==> config.mk <==
export PLATFORM = sky130hd
export DESIGN_NAME = merged_timer_deadline_top
export DESIGN_NICKNAME = d
export VERILOG_FILES = /design/src/sv/mtd_pkg.sv /design/src/sv/merged_timer_deadline_top.sv
export SDC_FILE = /design/constraint.sdc
export NUM_CORES = 2
export LEC_CHECK = 0
export BUFFER_PORTS_ARGS = -buffer_cell sky130_fd_sc_hd__buf_2
export CAP_MARGIN = 20
export CELL_PAD_IN_SITES_DETAIL_PLACEMENT = 0
export CELL_PAD_IN_SITES_GLOBAL_PLACEMENT = 2
export CORE_MARGIN = 3
export CORE_UTILIZATION = 40
export DETAILED_ROUTE_END_ITERATION = 16
export PLACE_DENSITY_LB_ADDON = 0.08
export SYNTH_ARGS = -nofsm -noshare
export SYNTH_HDL_FRONTEND = slang
export SYNTH_SLANG_ARGS = --single-unit
==> constraint.sdc <==
create_clock -name clk_i -period 11.62 [get_ports clk_i]
set_input_delay 1.743 -clock clk_i [delete_from_list [all_inputs] [get_ports clk_i]]
set_output_delay 1.743 -clock clk_i [all_outputs]
set_load 0.1 [all_outputs]
==> src/sv/mtd_pkg.sv <==
package mtd_pkg;

  // Deadline width and the disarmed marker
  localparam int unsigned DeadlineWidth = 64;
  localparam logic [DeadlineWidth-1:0] U64Max = '1;

  // Saturating event counters; the result item carries their low 32 bits
  localparam int unsigned CountWidth    = 32;
  localparam int unsigned OutCountWidth = 32;
  localparam logic [CountWidth-1:0] CountMax = '1;

  // Packed widths of the stream ports
  localparam int unsigned InDataWidth  = 64;
  localparam int unsigned InUserWidth  = 2;
  localparam int unsigned OutFieldBits = DeadlineWidth + 2 + 2 * OutCountWidth;
  localparam int unsigned OutDataWidth = ((OutFieldBits + 7) / 8) * 8;

  typedef logic [DeadlineWidth-1:0] deadline_t;
  typedef logic [CountWidth-1:0]    count_t;

  // Request kinds carried in tuser
  typedef enum logic [InUserWidth-1:0] {
    ReqSetCallout  = 2'd0,
    ReqSetPreempt  = 2'd1,
    ReqSetWatchdog = 2'd2,
    ReqTimerIrq    = 2'd3
  } req_kind_e;

  // One result item, first field in the highest bits
  typedef struct packed {
    logic [OutDataWidth-OutFieldBits-1:0] pad;
    logic [OutCountWidth-1:0]             skip_count;
    logic [OutCountWidth-1:0]             write_count;
    logic                                 armed_mode;
    logic                                 timer_written;
    deadline_t                            programmed_deadline;
  } result_t;

  // Smallest of three deadlines
  function automatic deadline_t min3(deadline_t a, deadline_t b, deadline_t c);
    deadline_t m;
    m = a;
    if (b < m) m = b;
    if (c < m) m = c;
    return m;
  endfunction

endpackage

==> src/sv/merged_timer_deadline_top.sv <==
// Merged timer deadline.
// Holds the callout, preemption and watchdog deadlines and keeps one hardware
// compare deadline equal to the earliest of them (all ones = disarmed).
// Input stream: s_axis_tuser carries the request kind (set callout, set
// preempt, set watchdog, timer interrupt), s_axis_tdata the new deadline or,
// for an interrupt, the current time. An interrupt disarms every source whose
// deadline is at or before that time.
// Output stream: one result item per input item with the programmed deadline,
// a reprogrammed flag, the armed mode and saturating write and skip counts.
// An accepted item is held in the input register and its result is
// registered in the result register, from which it is offered on m_axis.
// Throughput: one item per cycle while the receiver does not stall; the state
// update happens in the cycle that moves an item from the input register to
// the result register. When the receiver stalls, the result register holds and
// the input register takes one more item, after which s_axis_tready falls.
// Reset: all sources and the hardware deadline are disarmed, mode is
// shutdown, both counters are zero and both registers are empty.
module merged_timer_deadline_top (
  input  logic                             clk_i,
  input  logic                             rst_ni,
  input  logic                             s_axis_tvalid,
  output logic                             s_axis_tready,
  // [63:0] value
  input  logic [mtd_pkg::InDataWidth-1:0]  s_axis_tdata,
  // [1:0] req_type
  input  logic [mtd_pkg::InUserWidth-1:0]  s_axis_tuser,
  output logic                             m_axis_tvalid,
  input  logic                             m_axis_tready,
  // [63:0] programmed_deadline, [64] timer_written, [65] armed_mode,
  // [97:66] write_count, [129:98] skip_count, [135:130] zero
  output logic [mtd_pkg::OutDataWidth-1:0] m_axis_tdata
);

  // Input register
  logic                   in_valid_q;
  mtd_pkg::req_kind_e     in_kind_q;
  mtd_pkg::deadline_t     in_value_q;

  // Deadline state and counters
  mtd_pkg::deadline_t callout_q, callout_d;
  mtd_pkg::deadline_t preempt_q, preempt_d;
  mtd_pkg::deadline_t watchdog_q, watchdog_d;
  mtd_pkg::deadline_t hw_deadline_q, hw_deadline_d;
  logic               armed_q, armed_d;
  mtd_pkg::count_t    writes_q, writes_d;
  mtd_pkg::count_t    skips_q, skips_d;

  // Result register
  logic               out_valid_q;
  mtd_pkg::result_t   out_q, out_d;

  logic               advance;
  logic               in_load;
  logic               changed;
  mtd_pkg::deadline_t merged;

  assign advance       = in_valid_q && (!out_valid_q || m_axis_tready);
  assign s_axis_tready = !in_valid_q || advance;
  assign in_load       = s_axis_tvalid && s_axis_tready;

  // Source update for the item in the input register
  always_comb begin
    callout_d  = callout_q;
    preempt_d  = preempt_q;
    watchdog_d = watchdog_q;
    unique case (in_kind_q)
      mtd_pkg::ReqSetCallout:  callout_d  = in_value_q;
      mtd_pkg::ReqSetPreempt:  preempt_d  = in_value_q;
      mtd_pkg::ReqSetWatchdog: watchdog_d = in_value_q;
      mtd_pkg::ReqTimerIrq: begin
        if (callout_q <= in_value_q)  callout_d  = mtd_pkg::U64Max;
        if (preempt_q <= in_value_q)  preempt_d  = mtd_pkg::U64Max;
        if (watchdog_q <= in_value_q) watchdog_d = mtd_pkg::U64Max;
      end
      default: ;
    endcase
  end

  // Merge, compare with programmed deadline, count
  always_comb begin
    merged        = mtd_pkg::min3(callout_d, preempt_d, watchdog_d);
    changed       = (merged != hw_deadline_q);
    armed_d       = (merged != mtd_pkg::U64Max);
    hw_deadline_d = merged;
    writes_d      = writes_q;
    skips_d       = skips_q;
    if (changed) begin
      if (writes_q != mtd_pkg::CountMax) writes_d = writes_q + mtd_pkg::CountWidth'(1);
    end else begin
      if (skips_q != mtd_pkg::CountMax) skips_d = skips_q + mtd_pkg::CountWidth'(1);
    end
    out_d.pad                 = '0;
    out_d.programmed_deadline = merged;
    out_d.timer_written       = changed;
    out_d.armed_mode          = armed_d;
    out_d.write_count         = mtd_pkg::OutCountWidth'(writes_d);
    out_d.skip_count          = mtd_pkg::OutCountWidth'(skips_d);
  end

  // Control and state registers
  always_ff @(posedge clk_i or negedge rst_ni) begin
    if (!rst_ni) begin
      in_valid_q    <= 1'b0;
      out_valid_q   <= 1'b0;
      callout_q     <= mtd_pkg::U64Max;
      preempt_q     <= mtd_pkg::U64Max;
      watchdog_q    <= mtd_pkg::U64Max;
      hw_deadline_q <= mtd_pkg::U64Max;
      armed_q       <= 1'b0;
      writes_q      <= '0;
      skips_q       <= '0;
    end else begin
      if (in_load) begin
        in_valid_q <= 1'b1;
      end else if (advance) begin
        in_valid_q <= 1'b0;
      end
      if (advance) begin
        out_valid_q   <= 1'b1;
        callout_q     <= callout_d;
        preempt_q     <= preempt_d;
        watchdog_q    <= watchdog_d;
        hw_deadline_q <= hw_deadline_d;
        armed_q       <= armed_d;
        writes_q      <= writes_d;
        skips_q       <= skips_d;
      end else if (m_axis_tready) begin
        out_valid_q <= 1'b0;
      end
    end
  end

  // Payload registers
  always_ff @(posedge clk_i) begin
    if (in_load) begin
      in_kind_q  <= mtd_pkg::req_kind_e'(s_axis_tuser);
      in_value_q <= s_axis_tdata;
    end
    if (advance) begin
      out_q <= out_d;
    end
  end

  assign m_axis_tvalid = out_valid_q;
  assign m_axis_tdata  = out_q;

  // Programmed deadline always tracks the earliest source
  a_hw_is_min: assert property (@(posedge clk_i) disable iff (!rst_ni)
    hw_deadline_q == mtd_pkg::min3(callout_q, preempt_q, watchdog_q))
    else $error("hardware deadline differs from earliest source");

  // Armed mode agrees with the programmed deadline
  a_armed_match: assert property (@(posedge clk_i) disable iff (!rst_ni)
    armed_q == (hw_deadline_q != mtd_pkg::U64Max))
    else $error("armed mode inconsistent with deadline");

  // Each processed item bumps exactly one counter unless saturated
  a_one_count: assert property (@(posedge clk_i) disable iff (!rst_ni)
    advance |=> (writes_q != $past(writes_q)) != (skips_q != $past(skips_q))
                || $past(writes_q) == mtd_pkg::CountMax
                || $past(skips_q) == mtd_pkg::CountMax)
    else $error("counter update mismatch");

  // State only moves with a processed item
  a_state_hold: assert property (@(posedge clk_i) disable iff (!rst_ni)
    !advance |=> $stable(hw_deadline_q) && $stable(writes_q) && $stable(skips_q))
    else $error("state changed without an item");

endmodule
* After elaboration in Yosys (flattened, before gate mapping)
Cells that the tools add are included.
** Cells by class
- Shifts and indexed selects :: 0
- Multiplexer cells :: 16
- Add/sub/neg operators :: 2
- Equal/unequal tests :: 7
- Reductions and logical operators :: 9
- Bitwise logic cells :: 0
- Divide/modulo/power cells :: 0
- Order comparisons :: 5
- Multipliers :: 0
** Operators by type and width (number)
- case mux 64 bit (2 select lines) :: 3
- two-way mux 64 bit :: 5
- less-or-equal comparator 64 bit :: 3
- less-than comparator 64 bit :: 2
- two-way mux 32 bit :: 4
- adder 32 x 1 -> 32 bit, second input constant :: 2
- != test 32 bit, second input constant :: 2
- != test 64 bit :: 1
- != test 64 bit, second input constant :: 1
- == test 2 bit, second input constant :: 2
- two-way mux 1 bit :: 4
- nonzero test 2 bit :: 2
- == test 2 x 1 -> 1 bit, second input constant :: 1
- logical AND 1 bit :: 2
- logical NOT 1 bit :: 2
- logical NOT 2 bit :: 1
- logical OR 1 bit :: 2
** Storage, ports and cells
- Memory bits (read-only) :: 0
- Output and inout bits :: 138
- Word-level logic and storage cells :: 54
- Memories kept :: 0
- Bits of input ports :: 70
- Bits in latches :: 0
- Memory bits (writable) :: 0
- Register bits after elaboration :: 518

* Longest topological paths before layout
- Depth after elaboration :: 9
- Depth in mapped cells :: 49
- Gate-level depth less buffers :: 40

* Worst setup path after synthesis
No wires, ideal clock.
- Kind :: register to register
- Start point :: reg in_kind_q[1]
- End point :: reg out_q (netlist bit m_axis_tdata[99]), data pin
- Setup slack :: 1.678 ns
- Required time :: 11.358 ns
- Data arrival time :: 9.680 ns
- Stages on the path, launching flop included :: 42
- Period minus slack after synthesis :: 9.942 ns
- Path buffers :: 9
- Library setup time :: 0.262 ns
- Cell sequence :: edfxtp_1 > inv_1 > ha_1 > clkbuf_1 > clkbuf_1 > buf_1 > clkbuf_1 > buf_2 > mux2i_1 > and2_1 > inv_1 > ha_1 > a2111oi_0 > o21ai_1 > a31oi_1 > o211ai_1 > a211oi_2 > a21bo_1 > [... 6 more ...] > ha_1 > a211oi_1 > o21ai_0 > a221oi_1 > nor4_1 > or4_1 > a31o_2 > a21oi_1 > o22ai_1 > nor3_1 > mux2_2 > xnor2_1 > nand4_1 > nor4_1 > nand3_2 > buf_4 > nor3_2 > mux2_1
** On the way
- Longest elaborated chain between the ends :: 8
- Elaborated cells between the ends (all ways) :: 13
- Classes of those cells :: order compare (2); eq/ne (4); mux (6); reduce/logical (1)
** Ends and longest elaborated chain
- start: declaration :: line merged_timer_deadline_top.sv:36 : mtd_pkg::req_kind_e in_kind_q;
- start signal: assignment :: line merged_timer_deadline_top.sv:136 : in_kind_q <= mtd_pkg::req_kind_e'(s_axis_tuser);
- == test 2 bit / == test 2 x 1 -> 1 bit (equally long branches) :: line merged_timer_deadline_top.sv:66 : unique case (in_kind_q)
- case mux 64 bit (2 select lines) * :: line merged_timer_deadline_top.sv:66
- via preempt_d[36] :: line merged_timer_deadline_top.sv:41 : mtd_pkg::deadline_t preempt_q, preempt_d;
- less-than comparator 64 bit :: line mtd_pkg.sv:43 : if (b < m) m = b;
- two-way mux 64 bit * :: line mtd_pkg.sv:43
- less-than comparator 64 bit :: line mtd_pkg.sv:44 : if (c < m) m = c;
- two-way mux 64 bit * :: line mtd_pkg.sv:44
- via hw_deadline_d[63] :: line merged_timer_deadline_top.sv:43 : mtd_pkg::deadline_t hw_deadline_q, hw_deadline_d;
- != test 64 bit * :: line merged_timer_deadline_top.sv:82 : changed = (merged != hw_deadline_q);
- two-way mux 32 bit * :: line merged_timer_deadline_top.sv:87 : if (changed) begin
- via skips_d[1] :: line merged_timer_deadline_top.sv:46 : mtd_pkg::count_t skips_q, skips_d;
- end signal: assignment :: line merged_timer_deadline_top.sv:140 : out_q <= out_d;
- end: declaration :: line merged_timer_deadline_top.sv:50 : mtd_pkg::result_t out_q, out_d;
Mark *: on every way through the listed nets, which the timed path passes. The rest lies on a longest branch.
A chain may end at the register's enable or synchronous reset.

* Final worst setup path
- Start point :: reg in_value_q[61]
- End point :: reg out_q (netlist bit m_axis_tdata[99]), data pin
** On the way
- Longest elaborated chain between the ends :: 9
- Elaborated cells between the ends (all ways) :: 15
- Classes of those cells :: order compare (5); eq/ne (1); mux (9)
** Ends and longest elaborated chain
- start: declaration :: line merged_timer_deadline_top.sv:37 : mtd_pkg::deadline_t in_value_q;
- start signal: assignment :: line merged_timer_deadline_top.sv:137 : in_value_q <= s_axis_tdata;
- less-or-equal comparator 64 bit, on equally long branches :: line merged_timer_deadline_top.sv:72, merged_timer_deadline_top.sv:71
- two-way mux 64 bit, on equally long branches :: line merged_timer_deadline_top.sv:72, merged_timer_deadline_top.sv:71
- case mux 64 bit (2 select lines) :: line merged_timer_deadline_top.sv:66
- less-than comparator 64 bit :: line mtd_pkg.sv:43
- two-way mux 64 bit :: line mtd_pkg.sv:43
- less-than comparator 64 bit :: line mtd_pkg.sv:44
- two-way mux 64 bit * :: line mtd_pkg.sv:44
- != test 64 bit * :: line merged_timer_deadline_top.sv:82
- two-way mux 32 bit * :: line merged_timer_deadline_top.sv:87
- via skips_d[1] :: line merged_timer_deadline_top.sv:46
Marked as above.

==> summary.md <==
| Metric | Value |
|---|---|
| Highest clock frequency the design can meet | `88.9 MHz` |
| Remaining routing DRC violations | `0` |
| Final std cell area, no fill | `44600 um2` |
| Critical path fanouts, max | `28` |
| Setup slack after layout | `0.367 ns` |
| Final critical path time including I/O delays and setup | `11.25 ns` |
| Data required time at the worst endpoint | `about 12 ns` |
| Num CTS Buffers | `68` |
| Placement row count | `111` |
| Synthesized instance count | `4140` |
| Netlist cell types | `between 100 and 150` |
| Via count | `34700` |
| Y dimension of the die | `about 310 um` |
| Clock transition time at the flip-flop clock pins of the worst setup and hold paths | `0.06 ns` |
| Clock sink total | `518` |
| Number of antenna repair diodes | `0` |
| Clock skew | `0.0227 ns` |
| Crit path DAT | `11.64 ns` |
| Post-placement cell count | `5714` |
| Standard cell with the maximum stage delay on the critical path | `sky130_fd_sc_hd__or4_4` |
| Clk buf depth | `3` |
| Slowest stage delay, CP | `0.52 ns` |
| Number of setup violations in the final report | `0` |
| Overflow after GRT | `0` |
| Tightest Hold Check Type | `flop to flop` |
| Post-layout nets | `4959` |
| Cell occurring most often along the worst timing path | `sky130_fd_sc_hd__buf_4` |
| Worst-case headroom to the max-slew limit | `28.2%` |
| Drt initial violations | `3438` |
| Area of the core region | `91900 um2` |
| Fin. Hold Viols | `0` |
| Die footprint | `96800 um2` |
| Die boundary width | `approximately 310 um` |
| Max rail drop VDD | `0.000159 V` |
| GR Util All Layers | `34.8%` |
| Cell area after technology mapping | `37200 um2` |
| Endpoint of the worst-slack reg-to-reg timing path | `m_axis_tdata[99]$_DFFE_PP_` |
| Stages on the worst setup path | `46` |
| I/O pin cnt | `approximately 210` |
| Post-DRT Antenna Nets | `0` |
| Critical path class | `flop to flop` |
| Number of enable-type register cells in the synthesized netlist | `196` |
| DP Area | `41900 um2` |
| Root Buffer Master | `sky130_fd_sc_hd__clkbuf_16` |
| Async set-reset flop share out of synthesis | `62.2%` |
| Critical path buffers and inverters | `11` |
| Proportion of layout cells with a drive suffix above 1 | `24.6%` |
| Estimated wirelength of the detail-placed design | `between 100 and 150 mm` |
| Global-route wire length before repair | `about 250 mm` |
| H-tree depth reported by CTS | `3` |
| Power per unit of standard cell area | `between 300 and 400 nW/um2` |
| Mean instance size in the synthesized netlist | `around 9 um2` |
| Worst slew pin tran | `approximately 1.0 ns` |
| Clock tree from TritonCTS | `built` |
| Cell type group with the largest total delay on the critical path | `compound AO/OA/AOI/OAI gates` |
| Largest net degree at the start of global routing | `approximately 230` |
| Register-to-register path setup slack | `0.37 ns` |
| Source-to-sink clock delay at the later pin of the worst-skew pair | `0.65 ns` |
| Critical path capture point | `m_axis_tdata[99]$_DFFE_PP_` |
| Leakage power figure | `0.0193 uW` |
| Global placer's final weighted congestion | `1.03` |
| Post-synthesis to final-layout area growth | `19.7%` |
| Antenna violations before repair | `4` |
| Max_cap viols | `0` |
| Max Slew Vio Count | `0` |
| Result of the run | `finished clean` |
| Number of cells on the worst hold path | `2` |
| Warning count from the yosys run | `0` |
| Routed WL per cell | `29.4 um` |
| Seq/Total Area, Yosys | `38.3%` |
| Initial core utilization | `between 40% and 50%` |
| Main flop type after synthesis | `sky130_fd_sc_hd__dfstp_2` |
| Period Utilization, post-route | `approximately 97%` |
| Critical Path Start | `in_value_q[61]$_DFFE_PP_` |
| DRT Pass-1 Iters | `8` |
| FF-to-FF path depth | `46` |
| Flop and latch count out of synthesis | `518` |
| Total routed wirelength | `approximately 170 mm` |
| Pre-CTS setup slack | `-0.366 ns` |
| Via count of the first global-routing pass | `33500` |
| Kind of start point of the critical path | `flop` |
| Startpoint of the worst-slack reg-to-reg timing path | `in_value_q[61]$_DFFE_PP_` |
| IO buf count | `201` |
| Count of placed standard cells in the final layout, fillers left out | `5864` |
| Detail-routed via count per cell | `5.91` |
| Unrepaired setup endpoints after global routing | `no` |
| Capturing element type of the critical path | `flop` |
[cells in the final DEF (no fill, tap or decap), drive strengths merged, types with 55 or more instances in the layout]
| cell type | netlist | layout |
|---|---|---|
| o21ai | 388 | 388 |
| dfstp | 256 | 256 |
| xor2 | 72 | 72 |
| nor4 | 56 | 56 |
| and3 | 63 | 63 |
| a21oi | 335 | 335 |
| ha | 324 | 324 |
| mux2i | 105 | 105 |
| nor2 | 204 | 204 |
| buf | 93 | 592 |
| and2 | 55 | 55 |
| inv | 243 | 253 |
| nand4 | 87 | 87 |
| dfrtp | 66 | 66 |
| xnor2 | 115 | 115 |
| nand2 | 589 | 589 |
| nor3 | 71 | 71 |
| nand3 | 83 | 83 |
| clkbuf | 150 | 95 |
| edfxtp | 196 | 196 |
[cells by family after synthesis]
group	after synthesis	share of synthesized area (%)
adder cells (fa/ha/maj)	324	10.9
other	1	0.0101
AND/OR/NAND/NOR	1310	17.4
XOR/XNOR	187	4.40
multiplexers	121	3.33
AO/OA/AOI/OAI	1191	20.3
buffers and inverters	488	5.43
flip-flops	518	38.3
[synthesized netlist by cell type (42+ instances only)]
master                     number  area (um2)
sky130_fd_sc_hd__mux2i_1      103        1030
sky130_fd_sc_hd__clkbuf_1     150         563
sky130_fd_sc_hd__xnor2_1      115        1010
sky130_fd_sc_hd__dfstp_2      256        6730
sky130_fd_sc_hd__nand2_1      588        2210
sky130_fd_sc_hd__nor3_1        42         210
sky130_fd_sc_hd__ha_1         324        4050
sky130_fd_sc_hd__a31oi_1       51         319
sky130_fd_sc_hd__nor2_1       203         762
sky130_fd_sc_hd__edfxtp_1     196        5890
sky130_fd_sc_hd__a21oi_1      335        1680
sky130_fd_sc_hd__and2_1        54         338
sky130_fd_sc_hd__dfrtp_1       66        1650
sky130_fd_sc_hd__nand3_1       82         410
sky130_fd_sc_hd__o22ai_1       47         294
sky130_fd_sc_hd__xor2_1        72         631
sky130_fd_sc_hd__and3_1        63         394
sky130_fd_sc_hd__nand4_1       87         544
sky130_fd_sc_hd__o21ai_0      367        1840
sky130_fd_sc_hd__inv_1        243         912
[cell type report]
cell class	instances	area [um2]
Fill cell	9014	47400
Multi-Input combinational cell	3139	21300
Sequential cell	518	14300
Timing Repair Buffer	593	4200
Clock buffer	94	1890
Tap cell	1243	1560
Inverter	245	927
Clock inverter	32	439
[timing repair]
| item | CTS | global route |
|---|---|---|
| gates resized for setup | 6 | 43 |
| pin swaps | 1 | 16 |
| hold buffers | 0 | 0 |
| endpoints found under the setup margin | 129 | 130 |
| buffers inserted | 2 | 20 |
[through the flow]
stage	power, uW	setup TNS, ns	hold WS [ns]	util (%)
4_1_cts	14700	0	0.469	48.1
3_3_place_gp	12400	-38.53	0.456	45.5
6_report	14900	0	0.469	48.5
5_1_grt	15600	0	0.487	48.5
3_5_place_dp	12400	-32.62	0.459	45.5
2_1_floorplan	8210	0	0.446	-
[worst min path at each step]
stage	startpoint	to	slack, ns
floorplan	hw_deadline_q[12]$_DFFE_PN1P_	hw_deadline_q[12]$_DFFE_PN1P_	0.45
global placement	hw_deadline_q[12]$_DFFE_PN1P_	hw_deadline_q[12]$_DFFE_PN1P_	0.46
detailed placement	hw_deadline_q[4]$_DFFE_PN1P_	hw_deadline_q[4]$_DFFE_PN1P_	0.46
CTS	hw_deadline_q[5]$_DFFE_PN1P_	hw_deadline_q[5]$_DFFE_PN1P_	0.47
global route	hw_deadline_q[4]$_DFFE_PN1P_	hw_deadline_q[4]$_DFFE_PN1P_	0.49
finish	hw_deadline_q[63]$_DFFE_PN1P_	hw_deadline_q[63]$_DFFE_PN1P_	0.47
[sequential cells by signal, summed over array words and instances (netlist names)]
| name | flops |
|---|---|
| in_value_q | 64 |
| in_kind_q | 2 |
| m_axis_tdata | 130 |
| writes_q | 32 |
| m_axis_tvalid | 1 |
| callout_q | 64 |
| skips_q | 32 |
| preempt_q | 64 |
| in_valid_q | 1 |
| hw_deadline_q | 64 |
| watchdog_q | 64 |
[power breakdown]
part / switching [uW] / internal (uW)
registers: 729 / 2770
logic: 6080 / 3100
clock network: 891 / 1350
[metal layers]
layer / global-route usage (%) / share of wire, %
met1: 45.8 / 42
met3: 4.36 / 6.3
met5: 0 / 0.0064
met2: 55.6 / 45
met4: 19.6 / 6.8
[worst min-delay path, cell delays in order (launching register included)]
cell	delay, ns
sky130_fd_sc_hd__dfstp_2	0.37
sky130_fd_sc_hd__nand2_1	0.05
sky130_fd_sc_hd__nand2_1	0.05
Note: power is estimated with default switching activity, not from simulation.
